File: src/rtl/ocean_spectrum_update_assert.svh
// Assertion macros used by the ocean spectrum update RTL (included by osu_disp).
`ifndef OCEAN_SPECTRUM_UPDATE_ASSERT_SVH
`define OCEAN_SPECTRUM_UPDATE_ASSERT_SVH

// same-cycle implication, disabled while reset is low
`define OSU_ASSERT_NOW(lbl, clk, rst_n, ante, cons, msg) \
    lbl: assert property (@(posedge clk) disable iff (!rst_n) (ante) |-> (cons)) \
        else $error(msg);

// next-cycle implication, disabled while reset is low
`define OSU_ASSERT_NEXT(lbl, clk, rst_n, ante, cons, msg) \
    lbl: assert property (@(posedge clk) disable iff (!rst_n) (ante) |=> (cons)) \
        else $error(msg);

`endif

File: src/rtl/osu_pkg.sv
// Types, constants and rounding helper for the ocean spectrum update.
package osu_pkg;

    localparam int DATA_W = 16;
    localparam int Q_FRAC = 14;
    localparam int PROD_W = 2 * DATA_W;
    localparam int ACC_W  = PROD_W + 4;
    localparam int SH_W   = ACC_W - Q_FRAC;

    localparam logic signed [ACC_W-1:0] ROUND_HALF = ACC_W'(2 ** (Q_FRAC - 1));
    localparam logic signed [SH_W-1:0]  SAT_MAX    = SH_W'(2 ** (DATA_W - 1) - 1);
    localparam logic signed [SH_W-1:0]  SAT_MIN    = SH_W'(-(2 ** (DATA_W - 1)));

    typedef logic signed [DATA_W-1:0] t_q14;
    typedef logic signed [PROD_W-1:0] t_prod;
    typedef logic signed [ACC_W-1:0]  t_acc;

    typedef struct packed {
        t_q14 h0_re;
        t_q14 h0_im;
        t_q14 h0c_re;
        t_q14 h0c_im;
        t_q14 dir_x;
        t_q14 dir_z;
        t_q14 cos_phase;
        t_q14 sin_phase;
        logic frame_end;
    } t_osu_in;

    typedef struct packed {
        t_q14 height_re;
        t_q14 height_im;
        t_q14 dispx_re;
        t_q14 dispx_im;
        t_q14 dispz_re;
        t_q14 dispz_im;
        logic frame_end_out;
    } t_osu_out;

    typedef struct packed {
        t_q14 hr;
        t_q14 hi;
        t_q14 dx;
        t_q14 dz;
        logic frame_end;
    } t_osu_height;

    // round half up (floor of v + half) then saturate to 16 bits
    function automatic t_q14 round_sat(input t_acc v);
        t_acc                  t;
        logic signed [SH_W-1:0] q;
        t = v + ROUND_HALF;
        q = t[ACC_W-1:Q_FRAC];
        if (q > SAT_MAX) begin
            q = SAT_MAX;
        end else if (q < SAT_MIN) begin
            q = SAT_MIN;
        end
        return q[DATA_W-1:0];
    endfunction

endpackage

File: src/rtl/osu_disp.sv
// Displacement spectra from the rounded height, plus the output register.
`include "ocean_spectrum_update_assert.svh"

module osu_disp (
    input  logic                 i_clk,
    input  logic                 i_rst_n,
    input  logic                 i_valid,
    output logic                 o_ready,
    input  osu_pkg::t_osu_height i_data,
    output logic                 o_valid,
    input  logic                 i_ready,
    output osu_pkg::t_osu_out    o_data
);
    import osu_pkg::*;

    logic     r_vld3;
    logic     r_vld4;
    logic     rdy3;
    logic     rdy4;
    t_prod    r_p_xi, r_p_xr, r_p_zi, r_p_zr;
    t_q14     r_hr3, r_hi3;
    logic     r_fe3;
    t_osu_out r_out;

    assign rdy4    = !r_vld4 || i_ready;
    assign rdy3    = !r_vld3 || rdy4;
    assign o_ready = rdy3;
    assign o_valid = r_vld4;
    assign o_data  = r_out;

    always_ff @(posedge i_clk) begin
        if (!i_rst_n) begin
            r_vld3 <= 1'b0;
            r_vld4 <= 1'b0;
        end else begin
            if (rdy3) begin
                r_vld3 <= i_valid;
            end
            if (rdy4) begin
                r_vld4 <= r_vld3;
            end
        end
    end

    always_ff @(posedge i_clk) begin
        if (rdy3 && i_valid) begin
            r_p_xi <= i_data.dx * i_data.hi;
            r_p_xr <= i_data.dx * i_data.hr;
            r_p_zi <= i_data.dz * i_data.hi;
            r_p_zr <= i_data.dz * i_data.hr;
            r_hr3  <= i_data.hr;
            r_hi3  <= i_data.hi;
            r_fe3  <= i_data.frame_end;
        end
    end

    always_ff @(posedge i_clk) begin
        if (rdy4 && r_vld3) begin
            r_out.height_re     <= r_hr3;
            r_out.height_im     <= r_hi3;
            r_out.dispx_re      <= round_sat(ACC_W'(r_p_xi));
            r_out.dispx_im      <= round_sat(-ACC_W'(r_p_xr));
            r_out.dispz_re      <= round_sat(ACC_W'(r_p_zi));
            r_out.dispz_im      <= round_sat(-ACC_W'(r_p_zr));
            r_out.frame_end_out <= r_fe3;
        end
    end

    `OSU_ASSERT_NEXT(a_stall_keeps_item, i_clk, i_rst_n, r_vld3 && !rdy4, r_vld3,
        "stalled displacement stage lost its beat")
    `OSU_ASSERT_NOW(a_empty_out_accepts, i_clk, i_rst_n, !r_vld4, o_ready,
        "upstream blocked while output register is empty")
    `OSU_ASSERT_NOW(a_out_from_stage3, i_clk, i_rst_n, $rose(r_vld4), $past(r_vld3),
        "output beat appeared without a product stage beat")

endmodule

File: config.mk
export PLATFORM = sky130hd
export DESIGN_NAME = osu_disp
export DESIGN_NICKNAME = d
export VERILOG_FILES = /design/src/rtl/osu_pkg.sv /design/src/rtl/osu_disp.sv
export VERILOG_INCLUDE_DIRS = /design/src /design/src/rtl
export SDC_FILE = /design/constraint.sdc
export NUM_CORES = 2
export LEC_CHECK = 0
export BUFFER_PORTS_ARGS = -buffer_cell sky130_fd_sc_hd__buf_4
export CORE_MARGIN = 4
export CORE_UTILIZATION = 42
export CTS_CLUSTER_SIZE = 25
export DETAILED_ROUTE_END_ITERATION = 10
export MAX_ROUTING_LAYER = met4
export PLACE_DENSITY_LB_ADDON = 0.12
export SYNTH_ARGS = -nofsm -noshare
export SYNTH_HDL_FRONTEND = slang
export SYNTH_SLANG_ARGS = --single-unit
File: constraint.sdc
create_clock -name i_clk -period 10 [get_ports i_clk]
set_input_delay 2 -clock i_clk [delete_from_list [all_inputs] [get_ports i_clk]]
set_output_delay 2 -clock i_clk [all_outputs]
set_load 0.03 [all_outputs]
==> out/qor.txt <==
Critical path required time - 10.38 ns
Max Cap Viol - 0
Post-route ant nets - 0
CP Launch Type - input pin
Final nets - 6240
CP max-delay cell - fa_1
Max-slew violation count - 0
Ys async rst share - 0%
Initial antenna violation count - 8
Synth Warn # - 0
Chip width - 344 um
CTS Buf Count - 29
Via count - 30.9k
M1 WL - 49500 um
RSZ-0062 raised after global routing - false
Final Non-Filler Cells - 6329
All-Layer GR Usage - 20.3%
Max Used Layer - met4
Clk_lat worst skew - 0.62 ns
Arrival @ worst endpoint - 8.27 ns
Iteration count of the initial detailed-routing pass - 8
Die extent in y - 344 um
Post-CTS setup buffers - 0
# DRC - 0
WL met2 - 54900 um
DR iter-0 viols - 1357
Clock sinks - 234
Clock slew at reported path FFs - 0.07 ns
Final wirelength - 111000 um
Post-synth EDFFs - 232
Core Box Area - 0.112 mm^2
Top_reg_cell synth - edfxtp_1
Most Frequent Cell on Critical Path - fa_1
Post-DP HPWL - 84800 um
Drt via density - 4.89
DP Worst Slack - 1.38 ns
# placed instances - 6270
Syn_nets - 6235
Sequential cell area fraction in the yosys report - 14.8%
#FFs+latches synth - 234
Finish-stage setup viols - 0
Max_slew headroom - 30.5%
Crit path kind - in2reg
Core Rows - 123
First-pass GRT wire length - 185000 um
Worst min path class - reg2reg
Post-CTS Hold Buffers - 0
Clock H-tree levels - 1
Most common cell after layout, fill and taps aside - inv_1
Mean area per synthesized cell - 9.89 um^2
CP top delay family - adder cells
Hold Fails Final Rpt - 0
Max Buffers Root-to-Sink - 3
Final worst slack - 2.11 ns
Most frequent cells in the layout - inv_1 (1192), fa_1 (1046), nand2_1 (524), and2_1 (495), ha_1 (324)
Vias in the first global route - 34.1k
Initial core utilization - 42.2%
Minimum clock period - 7.89 ns
Crit-path cells - buf_4 > nand2_1 > fa_1 > fa_1 > fa_1 > inv_1 > fa_1 > fa_1 > inv_1 > fa_1 > inv_1 > ha_1 > a211oi_1 > nand2_1 > a2111oi_0 > nor3b_1 > a311oi_2 > o21a_1 > o21ai_0 > a211o_1
DR WL met3 - 4690 um
Mapped Area - 0.0474 mm^2
# port buffers - 167
Global placement routability congestion - 0.807
Max incr delay on CP - 0.53 ns
CP max FO - 33
Clk root buf - clkbuf_16
Final worst-path cycle share - 78.9%
CTS tree - built
Post_cts resized - 0
Largest net degree at the start of global routing - 53
Routed len/inst - 17.5 um
Post-synth cell types - 69
Area Overhead vs Synth - 7.18%
Setup TNS - 0 ns
Actual slew at the worst max-slew pin - 1.03 ns
Status - finished clean
Fillers - 11.0k
Crit path buf inv count - 4
Worst clock skew - 0.0391 ns
Boundary Pins - 168
Max Fclk - 127 MHz
Layout cells sized above 1 - 5.00%
CP Capture Type - register
Die area - 0.118 mm^2
Overflow left after global routing - 0
Post-synthesis cell count - 4796
[worst reg2reg max path, cell delays in order, from the launching register on]
cell and delay [ns]:
edfxtp_1 0.37, nor4_1 0.44, a41oi_1 0.31, nor4_2 0.53, nand4_1 0.31, or3_1 0.40, a21oi_1 0.16, nor2_1 0.17
o31ai_1 0.35
[final cells by class]
| class | instances | area, um^2 | area share, % |
|---|---|---|---|
| Antenna cell | 6 | 15.0 | 0.0295 |
| Clock buffer | 32 | 737 | 1.45 |
| Clock inverter | 21 | 224 | 0.441 |
| Inverter | 1192 | 4470 | 8.80 |
| Multi-Input combinational cell | 3169 | 35200 | 69.2 |
| Sequential cell | 234 | 7010 | 13.8 |
| Tap cell | 1500 | 1880 | 3.69 |
| Timing Repair Buffer | 175 | 1310 | 2.58 |
[through the flow]
stage	instance area, um^2	hold WS [ns]	util, %
after detailed placement	49900	0.405	44.4
after floorplan	47400	0.400	-
after global routing	50800	0.401	45.3
after global placement	49900	0.401	44.4
final	50800	0.396	45.3
after CTS	50800	0.397	45.2
[worst paths after layout]
check | from | end | slack (ns) | cells past startpoint
setup reg to reg | r_p_zr[4] | o_data[2] | 6.75 | 8
setup / recovery | i_data[34] | r_p_xi[31] | 2.11 | 20
hold reg to reg | r_hr3[5] | o_data[86] | 0.40 | 0
hold / removal | r_hr3[5] | o_data[86] | 0.40 | 0
[cells by family (layout without fill, tap and decap cells)]
group / after synthesis / in the layout / share of synthesized area [%]
AO/OA/AOI/OAI: 312 / 312 / 4.34
flip-flops: 234 / 234 / 14.8
XOR/XNOR: 172 / 172 / 3.18
other: 0 / 6 / 0
multiplexers: 4 / 4 / 0.0844
adder cells (fa/ha/maj): 1370 / 1370 / 52.7
AND/OR/NAND/NOR: 1311 / 1311 / 13.9
buffers and inverters: 1393 / 1420 / 11.1
[flip-flops by register name, summed over array words and instances (netlist names)]
name and flops:
r_p_xi 19, r_hr3 16, r_vld3 1, r_fe3 1, o_data 97, o_valid 1
r_p_xr 32, r_hi3 16, r_p_zi 19, r_p_zr 32
[synthesized netlist by cell type (28+ instances only)]
cell type / count / share of area [%]
clkbuf_1: 196 / 1.6
ha_1: 324 / 8.5
fa_1: 1046 / 44
nand2_1: 524 / 4.1
nand3_1: 36 / 0.38
a21oi_1: 74 / 0.78
edfxtp_1: 232 / 15
inv_1: 1192 / 9.4
nor2_1: 120 / 0.95
and2_1: 496 / 6.5
nor3_1: 28 / 0.30
xor2_1: 49 / 0.90
a21o_1: 39 / 0.62
o21ai_0: 81 / 0.85
xnor2_1: 123 / 2.3
[routing by layer]
metal  global-route usage [%]  vias up
met1                     26.9    16100
met4                     3.02        0
met2                     34.4      516
li1                         -    14200
met3                     2.38       98
met5                        -        -
Power is left out: the tool's default activity adds up to more than one toggle a clock period on the data nets, which glitch-free logic cannot reach.
